<file path="src/rtl/bmsrfc_pkg.sv">
// ----------------------------------------------------------------------------
// bmsrfc_pkg
// Shared types and constants of the battery-monitor reply frame checker.
// ----------------------------------------------------------------------------
`default_nettype none

package bmsrfc_pkg;

    localparam int MAX_FRAME_BYTES_DEF   = 50;
    localparam int CHARGE_BYTE_INDEX_DEF = 23;

    localparam logic [7:0]  HEADER_BYTE       = 8'hDD;
    localparam logic [15:0] VOLT_MIN_RESET    = 16'd4100;
    localparam logic [15:0] VOLT_MAX_RESET    = 16'd6000;
    localparam logic [7:0]  LOW_CHARGE_RESET  = 8'd20;

    typedef enum logic [1:0] {
        STATUS_GOOD       = 2'd0,
        STATUS_BAD_HEADER = 2'd1,
        STATUS_BAD_SUM    = 2'd2,
        STATUS_TOO_LONG   = 2'd3
    } status_t;

    typedef struct packed {
        logic [15:0] volt_min;
        logic [15:0] volt_max;
        logic [7:0]  low_level;
    } cfg_t;

    // end of a frame as seen by the parser
    typedef struct packed {
        logic        fire;
        status_t     status;
        logic [15:0] volt;
        logic [7:0]  charge;
    } frame_event_t;

endpackage

`default_nettype wire

</file>
<file path="src/rtl/bms_reply_frame_checker_unit.sv">
// ----------------------------------------------------------------------------
// bms_reply_frame_checker_unit
// Checks battery-monitor reply frames byte by byte and reports each frame.
// ----------------------------------------------------------------------------
// Input channel (in_valid / in_ready) carries one reply byte per item with
// frame_start marking byte 0. Output channel (out_valid / out_ready) carries
// one result per finished frame: status, kept voltage, filtered charge and
// the low battery flag. A frame whose length byte is too large reports at
// once from its length byte; bytes outside a frame give no result.
// One byte is taken every cycle while the output is not stalled: the byte
// goes into an input register, the frame logic works on it from there and
// writes the result register, which drives out_valid. When the receiver
// stalls with a result pending, the frame logic holds and the input register
// still takes one more byte, then in_ready drops. Reset clears the frame
// tracking, the kept values and both valid bits and loads the register
// defaults; no clearing pass is needed. The config port (cfg_we, cfg_index,
// cfg_wdata) must be written by the user only while idle; nothing enforces it.
// ----------------------------------------------------------------------------
`default_nettype none

module bms_reply_frame_checker_unit
#(
    parameter int MAX_FRAME_BYTES   = bmsrfc_pkg::MAX_FRAME_BYTES_DEF,
    parameter int CHARGE_BYTE_INDEX = bmsrfc_pkg::CHARGE_BYTE_INDEX_DEF
)
(
    input  wire logic        clk,
    input  wire logic        rst_n,
    input  wire logic        in_valid,
    output logic             in_ready,
    input  wire logic [7:0]  rx_byte,
    input  wire logic        frame_start,
    output logic             out_valid,
    input  wire logic        out_ready,
    output logic [1:0]       frame_status,
    output logic [15:0]      voltage_centivolts,
    output logic [7:0]       charge_percent,
    output logic             low_battery,
    input  wire logic        cfg_we,
    input  wire logic [1:0]  cfg_index,
    input  wire logic [15:0] cfg_wdata
);

    import bmsrfc_pkg::*;

    logic         in_valid_reg;
    logic [7:0]   byte_reg;
    logic         start_reg;
    logic         advance;
    logic         step;
    cfg_t         cfg;
    frame_event_t ev;

    assign advance  = !out_valid || out_ready;
    assign step     = in_valid_reg && advance;
    assign in_ready = !in_valid_reg || advance;

    always_ff @(posedge clk or negedge rst_n)
    begin
        if (!rst_n)
        begin
            in_valid_reg <= 1'b0;
        end
        else if (in_ready)
        begin
            in_valid_reg <= in_valid;
        end
    end

    always_ff @(posedge clk)
    begin
        if (in_valid && in_ready)
        begin
            byte_reg  <= rx_byte;
            start_reg <= frame_start;
        end
    end

    bmsrfc_cfg_regs u_cfg
    (
        .clk       (clk),
        .rst_n     (rst_n),
        .cfg_we    (cfg_we),
        .cfg_index (cfg_index),
        .cfg_wdata (cfg_wdata),
        .cfg       (cfg)
    );

    bmsrfc_frame_parser
    #(
        .MAX_FRAME_BYTES   (MAX_FRAME_BYTES),
        .CHARGE_BYTE_INDEX (CHARGE_BYTE_INDEX)
    )
    u_parser
    (
        .clk         (clk),
        .rst_n       (rst_n),
        .step        (step),
        .rx_byte     (byte_reg),
        .frame_start (start_reg),
        .ev          (ev)
    );

    bmsrfc_result_stage u_result
    (
        .clk                (clk),
        .rst_n              (rst_n),
        .step               (step),
        .advance            (advance),
        .ev                 (ev),
        .cfg                (cfg),
        .out_valid          (out_valid),
        .frame_status       (frame_status),
        .voltage_centivolts (voltage_centivolts),
        .charge_percent     (charge_percent),
        .low_battery        (low_battery)
    );

endmodule

`default_nettype wire

</file>
<file path="src/rtl/bmsrfc_cfg_regs.sv">
// ----------------------------------------------------------------------------
// bmsrfc_cfg_regs
// Configuration registers: voltage window and low charge level.
// ----------------------------------------------------------------------------
`default_nettype none

module bmsrfc_cfg_regs
(
    input  wire logic              clk,
    input  wire logic              rst_n,
    input  wire logic              cfg_we,
    input  wire logic [1:0]        cfg_index,
    input  wire logic [15:0]       cfg_wdata,
    output bmsrfc_pkg::cfg_t       cfg
);

    import bmsrfc_pkg::*;

    localparam logic [1:0] REG_VOLT_MIN  = 2'd0;
    localparam logic [1:0] REG_VOLT_MAX  = 2'd1;
    localparam logic [1:0] REG_LOW_LEVEL = 2'd2;

    cfg_t cfg_reg;
    cfg_t cfg_next;

    always_comb
    begin
        cfg_next = cfg_reg;
        if (cfg_we)
        begin
            unique case (cfg_index)
                REG_VOLT_MIN:  cfg_next.volt_min  = cfg_wdata;
                REG_VOLT_MAX:  cfg_next.volt_max  = cfg_wdata;
                REG_LOW_LEVEL: cfg_next.low_level = cfg_wdata[7:0];
                default:       cfg_next = cfg_reg;
            endcase
        end
    end

    always_ff @(posedge clk or negedge rst_n)
    begin
        if (!rst_n)
        begin
            cfg_reg.volt_min  <= VOLT_MIN_RESET;
            cfg_reg.volt_max  <= VOLT_MAX_RESET;
            cfg_reg.low_level <= LOW_CHARGE_RESET;
        end
        else
        begin
            cfg_reg <= cfg_next;
        end
    end

    assign cfg = cfg_reg;

endmodule

`default_nettype wire

</file>
<file path="src/rtl/bmsrfc_frame_parser.sv">
// ----------------------------------------------------------------------------
// bmsrfc_frame_parser
// Byte counter, running checksum and field capture for one reply frame.
// ----------------------------------------------------------------------------
`default_nettype none

module bmsrfc_frame_parser
#(
    parameter int MAX_FRAME_BYTES   = bmsrfc_pkg::MAX_FRAME_BYTES_DEF,
    parameter int CHARGE_BYTE_INDEX = bmsrfc_pkg::CHARGE_BYTE_INDEX_DEF
)
(
    input  wire logic                   clk,
    input  wire logic                   rst_n,
    input  wire logic                   step,
    input  wire logic [7:0]             rx_byte,
    input  wire logic                   frame_start,
    output bmsrfc_pkg::frame_event_t    ev
);

    import bmsrfc_pkg::*;

    localparam int IDX_W = $clog2(MAX_FRAME_BYTES);
    localparam int CNT_W = 9;

    logic             active_reg, active_next;
    logic [IDX_W-1:0] idx_reg, idx_next;
    logic [7:0]       len_reg, len_next;
    logic [7:0]       hdr_reg, hdr_next;
    logic [15:0]      sum_reg, sum_next;
    logic [15:0]      recent_reg, recent_next;
    logic [15:0]      volt_reg, volt_next;
    logic [7:0]       chg_reg, chg_next;

    logic [IDX_W-1:0] idx_cur;
    logic [7:0]       len_cur, hdr_cur, chg_cur;
    logic [15:0]      sum_cur, recent_cur, volt_cur;
    logic [CNT_W-1:0] idx_ext;
    logic [7:0]       len_new, hdr_new, chg_new;
    logic [15:0]      sum_new, volt_new, check;
    logic             too_long, in_sum, at_end;

    always_comb
    begin
        // a start byte sees a freshly cleared frame
        idx_cur    = frame_start ? '0     : idx_reg;
        len_cur    = frame_start ? 8'd0   : len_reg;
        hdr_cur    = frame_start ? 8'd0   : hdr_reg;
        sum_cur    = frame_start ? 16'd0  : sum_reg;
        recent_cur = frame_start ? 16'd0  : recent_reg;
        volt_cur   = frame_start ? 16'd0  : volt_reg;
        chg_cur    = frame_start ? 8'd0   : chg_reg;

        idx_ext  = CNT_W'(idx_cur);
        hdr_new  = (idx_ext == CNT_W'(0)) ? rx_byte : hdr_cur;
        len_new  = (idx_ext == CNT_W'(3)) ? rx_byte : len_cur;
        too_long = (idx_ext == CNT_W'(3))
                   && (({1'b0, rx_byte} + CNT_W'(7)) > CNT_W'(MAX_FRAME_BYTES));

        volt_new = volt_cur;
        if (idx_ext == CNT_W'(4))
        begin
            volt_new = {rx_byte, volt_cur[7:0]};
        end
        else if (idx_ext == CNT_W'(5))
        begin
            volt_new = {volt_cur[15:8], rx_byte};
        end

        chg_new = (idx_ext == CNT_W'(CHARGE_BYTE_INDEX)) ? rx_byte : chg_cur;
        in_sum  = (idx_ext >= CNT_W'(3)) && (idx_ext <= ({1'b0, len_new} + CNT_W'(3)));
        sum_new = in_sum ? (sum_cur + {8'd0, rx_byte}) : sum_cur;
        at_end  = (idx_ext >= CNT_W'(3)) && (idx_ext == ({1'b0, len_new} + CNT_W'(6)));
        check   = 16'd0 - sum_new;

        active_next = active_reg;
        idx_next    = idx_reg;
        len_next    = len_reg;
        hdr_next    = hdr_reg;
        sum_next    = sum_reg;
        recent_next = recent_reg;
        volt_next   = volt_reg;
        chg_next    = chg_reg;

        ev.fire   = 1'b0;
        ev.status = STATUS_GOOD;
        ev.volt   = volt_new;
        ev.charge = chg_new;

        if (step && (frame_start || active_reg))
        begin
            if (too_long)
            begin
                active_next = 1'b0;
                ev.fire     = 1'b1;
                ev.status   = STATUS_TOO_LONG;
            end
            else if (at_end)
            begin
                active_next = 1'b0;
                ev.fire     = 1'b1;
                if (hdr_new != HEADER_BYTE)
                begin
                    ev.status = STATUS_BAD_HEADER;
                end
                else if (check != recent_cur)
                begin
                    ev.status = STATUS_BAD_SUM;
                end
                else
                begin
                    ev.status = STATUS_GOOD;
                end
            end
            else
            begin
                active_next = 1'b1;
                idx_next    = idx_cur + 1'b1;
                len_next    = len_new;
                hdr_next    = hdr_new;
                sum_next    = sum_new;
                recent_next = {recent_cur[7:0], rx_byte};
                volt_next   = volt_new;
                chg_next    = chg_new;
            end
        end
    end

    always_ff @(posedge clk or negedge rst_n)
    begin
        if (!rst_n)
        begin
            active_reg <= 1'b0;
            idx_reg    <= '0;
        end
        else
        begin
            active_reg <= active_next;
            idx_reg    <= idx_next;
        end
    end

    always_ff @(posedge clk)
    begin
        len_reg    <= len_next;
        hdr_reg    <= hdr_next;
        sum_reg    <= sum_next;
        recent_reg <= recent_next;
        volt_reg   <= volt_next;
        chg_reg    <= chg_next;
    end

endmodule

`default_nettype wire

</file>
<file path="src/rtl/bmsrfc_result_stage.sv">
// ----------------------------------------------------------------------------
// bmsrfc_result_stage
// Kept voltage, charge filter and the result register.
// ----------------------------------------------------------------------------
`default_nettype none

module bmsrfc_result_stage
(
    input  wire logic                       clk,
    input  wire logic                       rst_n,
    input  wire logic                       step,
    input  wire logic                       advance,
    input  wire bmsrfc_pkg::frame_event_t   ev,
    input  wire bmsrfc_pkg::cfg_t           cfg,
    output logic                            out_valid,
    output logic [1:0]                      frame_status,
    output logic [15:0]                     voltage_centivolts,
    output logic [7:0]                      charge_percent,
    output logic                            low_battery
);

    import bmsrfc_pkg::*;

    logic [15:0] volt_reg, volt_next;
    logic [7:0]  charge_reg, charge_next;
    logic [7:0]  prev_reg, prev_next;
    logic [1:0]  steady_reg, steady_next;
    logic [1:0]  steady_inc;
    logic signed [9:0] dc, dp;
    logic        near_kept, near_prev, emit;

    logic        out_valid_reg;
    logic [1:0]  status_reg;
    logic [15:0] out_volt_reg;
    logic [7:0]  out_charge_reg;
    logic        out_low_reg;

    assign emit = step && ev.fire;

    always_comb
    begin
        dc = $signed({2'b00, charge_reg}) - $signed({2'b00, ev.charge});
        dp = $signed({2'b00, prev_reg}) - $signed({2'b00, ev.charge});
        near_kept  = ((dc < 10'sd3) && ((-dc) < 10'sd5)) || (charge_reg == 8'd0);
        near_prev  = (dp < 10'sd2) && ((-dp) < 10'sd3);
        steady_inc = steady_reg + 2'd1;

        volt_next   = volt_reg;
        charge_next = charge_reg;
        prev_next   = prev_reg;
        steady_next = steady_reg;

        if (emit && (ev.status == STATUS_GOOD))
        begin
            if ((ev.volt > cfg.volt_min) && (ev.volt < cfg.volt_max))
            begin
                volt_next = ev.volt;
            end
            prev_next = ev.charge;
            if (near_kept)
            begin
                charge_next = ev.charge;
                steady_next = 2'd0;
            end
            else if (near_prev)
            begin
                // third steady reading since the last take-over takes over
                if (steady_inc == 2'd3)
                begin
                    charge_next = ev.charge;
                    steady_next = 2'd0;
                end
                else
                begin
                    steady_next = steady_inc;
                end
            end
        end
    end

    always_ff @(posedge clk or negedge rst_n)
    begin
        if (!rst_n)
        begin
            volt_reg      <= 16'd0;
            charge_reg    <= 8'd0;
            prev_reg      <= 8'd0;
            steady_reg    <= 2'd0;
            out_valid_reg <= 1'b0;
        end
        else
        begin
            volt_reg   <= volt_next;
            charge_reg <= charge_next;
            prev_reg   <= prev_next;
            steady_reg <= steady_next;
            if (advance)
            begin
                out_valid_reg <= emit;
            end
        end
    end

    always_ff @(posedge clk)
    begin
        if (advance && emit)
        begin
            status_reg     <= ev.status;
            out_volt_reg   <= volt_next;
            out_charge_reg <= charge_next;
            out_low_reg    <= (charge_next < cfg.low_level);
        end
    end

    assign out_valid          = out_valid_reg;
    assign frame_status       = status_reg;
    assign voltage_centivolts = out_volt_reg;
    assign charge_percent     = out_charge_reg;
    assign low_battery        = out_low_reg;

endmodule

`default_nettype wire

</file>
<file path="config.mk">
export PLATFORM = sky130hd
export DESIGN_NAME = bms_reply_frame_checker_unit
export DESIGN_NICKNAME = d
export VERILOG_FILES = /design/src/rtl/bmsrfc_pkg.sv /design/src/rtl/bms_reply_frame_checker_unit.sv /design/src/rtl/bmsrfc_cfg_regs.sv /design/src/rtl/bmsrfc_frame_parser.sv /design/src/rtl/bmsrfc_result_stage.sv
export SDC_FILE = /design/constraint.sdc
export NUM_CORES = 1
export LEC_CHECK = 0
export ABC_CLOCK_PERIOD_IN_PS = 26900
export BUFFER_PORTS_ARGS = -buffer_cell sky130_fd_sc_hd__buf_2
export CORE_AREA = 2 2 147 149
export DETAILED_ROUTE_END_ITERATION = 8
export DIE_AREA = 0 0 149 151
export PLACE_DENSITY = 0.71
export SYNTH_ARGS = -nofsm -noshare
export SYNTH_HDL_FRONTEND = slang
export SYNTH_SLANG_ARGS = --single-unit
</file>
<file path="constraint.sdc">
create_clock -name clk -period 26.9 [get_ports clk]
set_clock_uncertainty 0.2 [all_clocks]
set_input_delay 2.69 -clock clk [delete_from_list [all_inputs] [get_ports clk]]
set_output_delay 2.69 -clock clk [all_outputs]
set_load 0.05 [all_outputs]
</file>
==> summary.txt <==
Clk slew on worst S/H paths: 0.08 ns
Synthesized flop and latch total: 191
Flop-to-flop setup slack: 17.22 ns
CTS H-Tree Depth: 4
Synth top area cells: edfxtp_1 (29%), dfrtp_1 (16%), ha_1 (8.2%)
Psw: 0.339 mW
Final Hold Fails: 0
Routed Antenna Nets: 0
Drt total wl: 25,600 um
Req. time, crit path: 26.98 ns
Clock tree buffer depth: 2
# setup viols final: 0
End of the critical path: u_result.low_battery$_DFFE_PP_
IO Pins: 61
CP dominant cell by count: ha_1
Max-cap viol count: 0
Final slew viol count: 0
Post-CTS Hold Buffers: 0
Mapped cell area: 11,300 um2
Total gr overflow: 0
Critical Setup Path Class: reg -> reg
Count leader, synth: edfxtp_1
Final Critical Period: 9.68 ns
CP max FO: 45
Initial DRT Pass Iterations: 6
Design Power: 0.957 mW
Arrival time worst endpoint: 9.76 ns
Setup crit start: start_reg$_DFFE_PP_
Power per cell area: 76.6 nW/um2
Filler instances: 1,722
Sink Count: 191
Residual DRC count: 0
Yosys cell types: 74
CTS tree: built
Core area: 20,800 um2
Slew margin rel.: 25.2%
Post-synth top area cell: edfxtp_1
Cell Rows: 53
Pleak: 5.37 nW
Port buffer count: 60
R2R Path End: u_result.low_battery$_DFFE_PP_
TNS Setup: 0 ns
CP max-delay cell: a32oi_1
RSZ-0062 raised after global routing: false
Clock share of power: 27.0%
Crit-path max cell delay: 0.54 ns
Max reg flops: 40
Post-Syn Nets: 1,153
WHS: 0.284 ns
Worst reg2reg path depth: 36
DR iter-0 viols: 524
CTS resizes: 0
Vias: 8,114
Nets: 1,207
Largest net degree at the start of global routing: 71
ANT cells: 0
Synthesis Warnings: 0
Share of cells above drive strength 1: 18.6%
CTS buffer count: 17
Die Height: 151 um
Mapped Cells: 1,044
Layout area overhead: 10.7%
Synth top area share: 28.7%
Max frequency: 103 MHz
Seq pwr share: 40.5%
WL/cell: 18.5 um
Status: completed
Via density: 5.85
Setup bufs post-CTS: 0
DP HPWL: 18,300 um
CTS Root Cell: clkbuf_16
Critical Path Start Type: flip-flop
Worst-margin pin slew: 1.11 ns
Die width: 149 um
Sequential-to-total area share from yosys stat: 47.3%
GP Congestion: 0.906
Antenna violations before repair: 0
Cell-internal power: 0.618 mW
Combinational Power Share: 32.5%
Total track usage: 23.8%
Skew-Pair Late Insertion Delay: 0.45 ns
CP Capture Type: flip-flop
Initial core utilization: 54.2%
Tightest Hold Check Type: reg -> reg
First-pass GRT wire length: 41,700 um
Number of synthesized flops with an enable pin: 108
Die area: 22,500 um2
Number of global-route vias before repair: 7,964
Mean post-synth cell area: 10.8 um2
Worst r2r src: start_reg$_DFFE_PP_
Main flop type after synthesis: edfxtp_1
Async S/R FF share, synth: 43.5%
Top cells by count, synth: edfxtp_1 (108), inv_1 (81), o21ai_0 (77), ha_1 (74), dfrtp_1 (72)
Sw frac: 35.4%
Tcrit/Tclk final: 36.0%
Peak VDD IR: 45.7 uV
power groups by stage:
stage | clock (mW) | sequential [mW] | combinational, mW
after global placement | 0 | 0.392 | 0.301
after CTS | 0.263 | 0.388 | 0.309
after global routing | 0.273 | 0.393 | 0.346
after floorplan | 0 | 0.393 | 0.232
after detailed placement | 0 | 0.393 | 0.305
final | 0.258 | 0.388 | 0.311
per-stage QoR:
step | cells | worst slack (ns) | util, % | area (um2)
5_1_grt | 1386 | 16.62 | 60.0 | 12500
4_1_cts | 1386 | 17.29 | 60.0 | 12500
2_1_floorplan | 1044 | 18.17 | - | 11300
3_3_place_gp | 1354 | 17.66 | 57.0 | 11900
3_5_place_dp | 1354 | 17.32 | 57.0 | 11900
6_report | 1386 | 17.22 | 60.0 | 12500
worst max-delay path: cells and delay by family (launching register included):
family,cells,cell delay [ns]
compound gates,9,2.35
xor+xnor,1,0.13
fa+ha+maj,5,1.66
buf+inv,4,0.88
flops,1,0.36
mux,3,0.87
simple gates,14,3.07
per-layer routing:
metal | wire (um) | vias up | track usage, %
met3 | 1280 | 36 | 3.49
met5 | 0 | - | 0
met1 | 11900 | 3882 | 33.5
met2 | 11900 | 237 | 38.5
li1 | - | 3959 | -
met4 | 480 | 0 | 7.38
cell families after synthesis:
family	after synthesis	share of synthesized area, %
AOI/OAI and AO/OA	237	14.2
xor gates and xnor gates	60	4.72
adders and majority gates	77	8.74
buffers and inverters	118	4.06
DFF	191	47.3
muxes	77	7.53
and+or+nand+nor	284	13.5
cell usage in the layout, fill, tap and decap left out, types with 13 or more instances in the layout:
master,count
a21o_1,20
a21oi_1,29
buf_2,59
buf_4,13
clkbuf_16,18
dfrtp_1,72
edfxtp_1,108
ha_1,74
inv_1,81
mux2_2,63
mux2i_1,14
nand2_1,61
nand3_1,37
nand4_1,18
nor2_1,44
nor2b_1,30
nor3_1,18
o21a_1,13
o21ai_0,77
xnor2_1,36
xor2_1,23
cell type report:
type                       count  area (um2)  share of cell area [%]
multi-input combinational    735        5500                    44.1
sequential                   191        5330                    42.7
clock buffer                  19         454                    3.64
timing repair buffer          72         393                    3.15
tap                          275         344                    2.75
inverter                      81         304                    2.43
clock inverter                13         159                    1.27
how the worst min path moves through the flow:
stage                                    startpoint                              end  depth (start not counted)  slack, ns
finish              u_parser.active_reg$_DFFE_PN0P_  u_parser.active_reg$_DFFE_PN0P_                          2       0.28
global route         u_result.volt_reg[3]$_DFF_PN0_   u_result.volt_reg[3]$_DFF_PN0_                          1       0.31
CTS                 u_parser.active_reg$_DFFE_PN0P_  u_parser.active_reg$_DFFE_PN0P_                          2       0.29
detailed placement  u_parser.active_reg$_DFFE_PN0P_  u_parser.active_reg$_DFFE_PN0P_                          2       0.27
global placement    u_parser.active_reg$_DFFE_PN0P_  u_parser.active_reg$_DFFE_PN0P_                          2       0.26
floorplan           u_parser.active_reg$_DFFE_PN0P_  u_parser.active_reg$_DFFE_PN0P_                          2       0.25
Power figures use the tool's default switching activity.
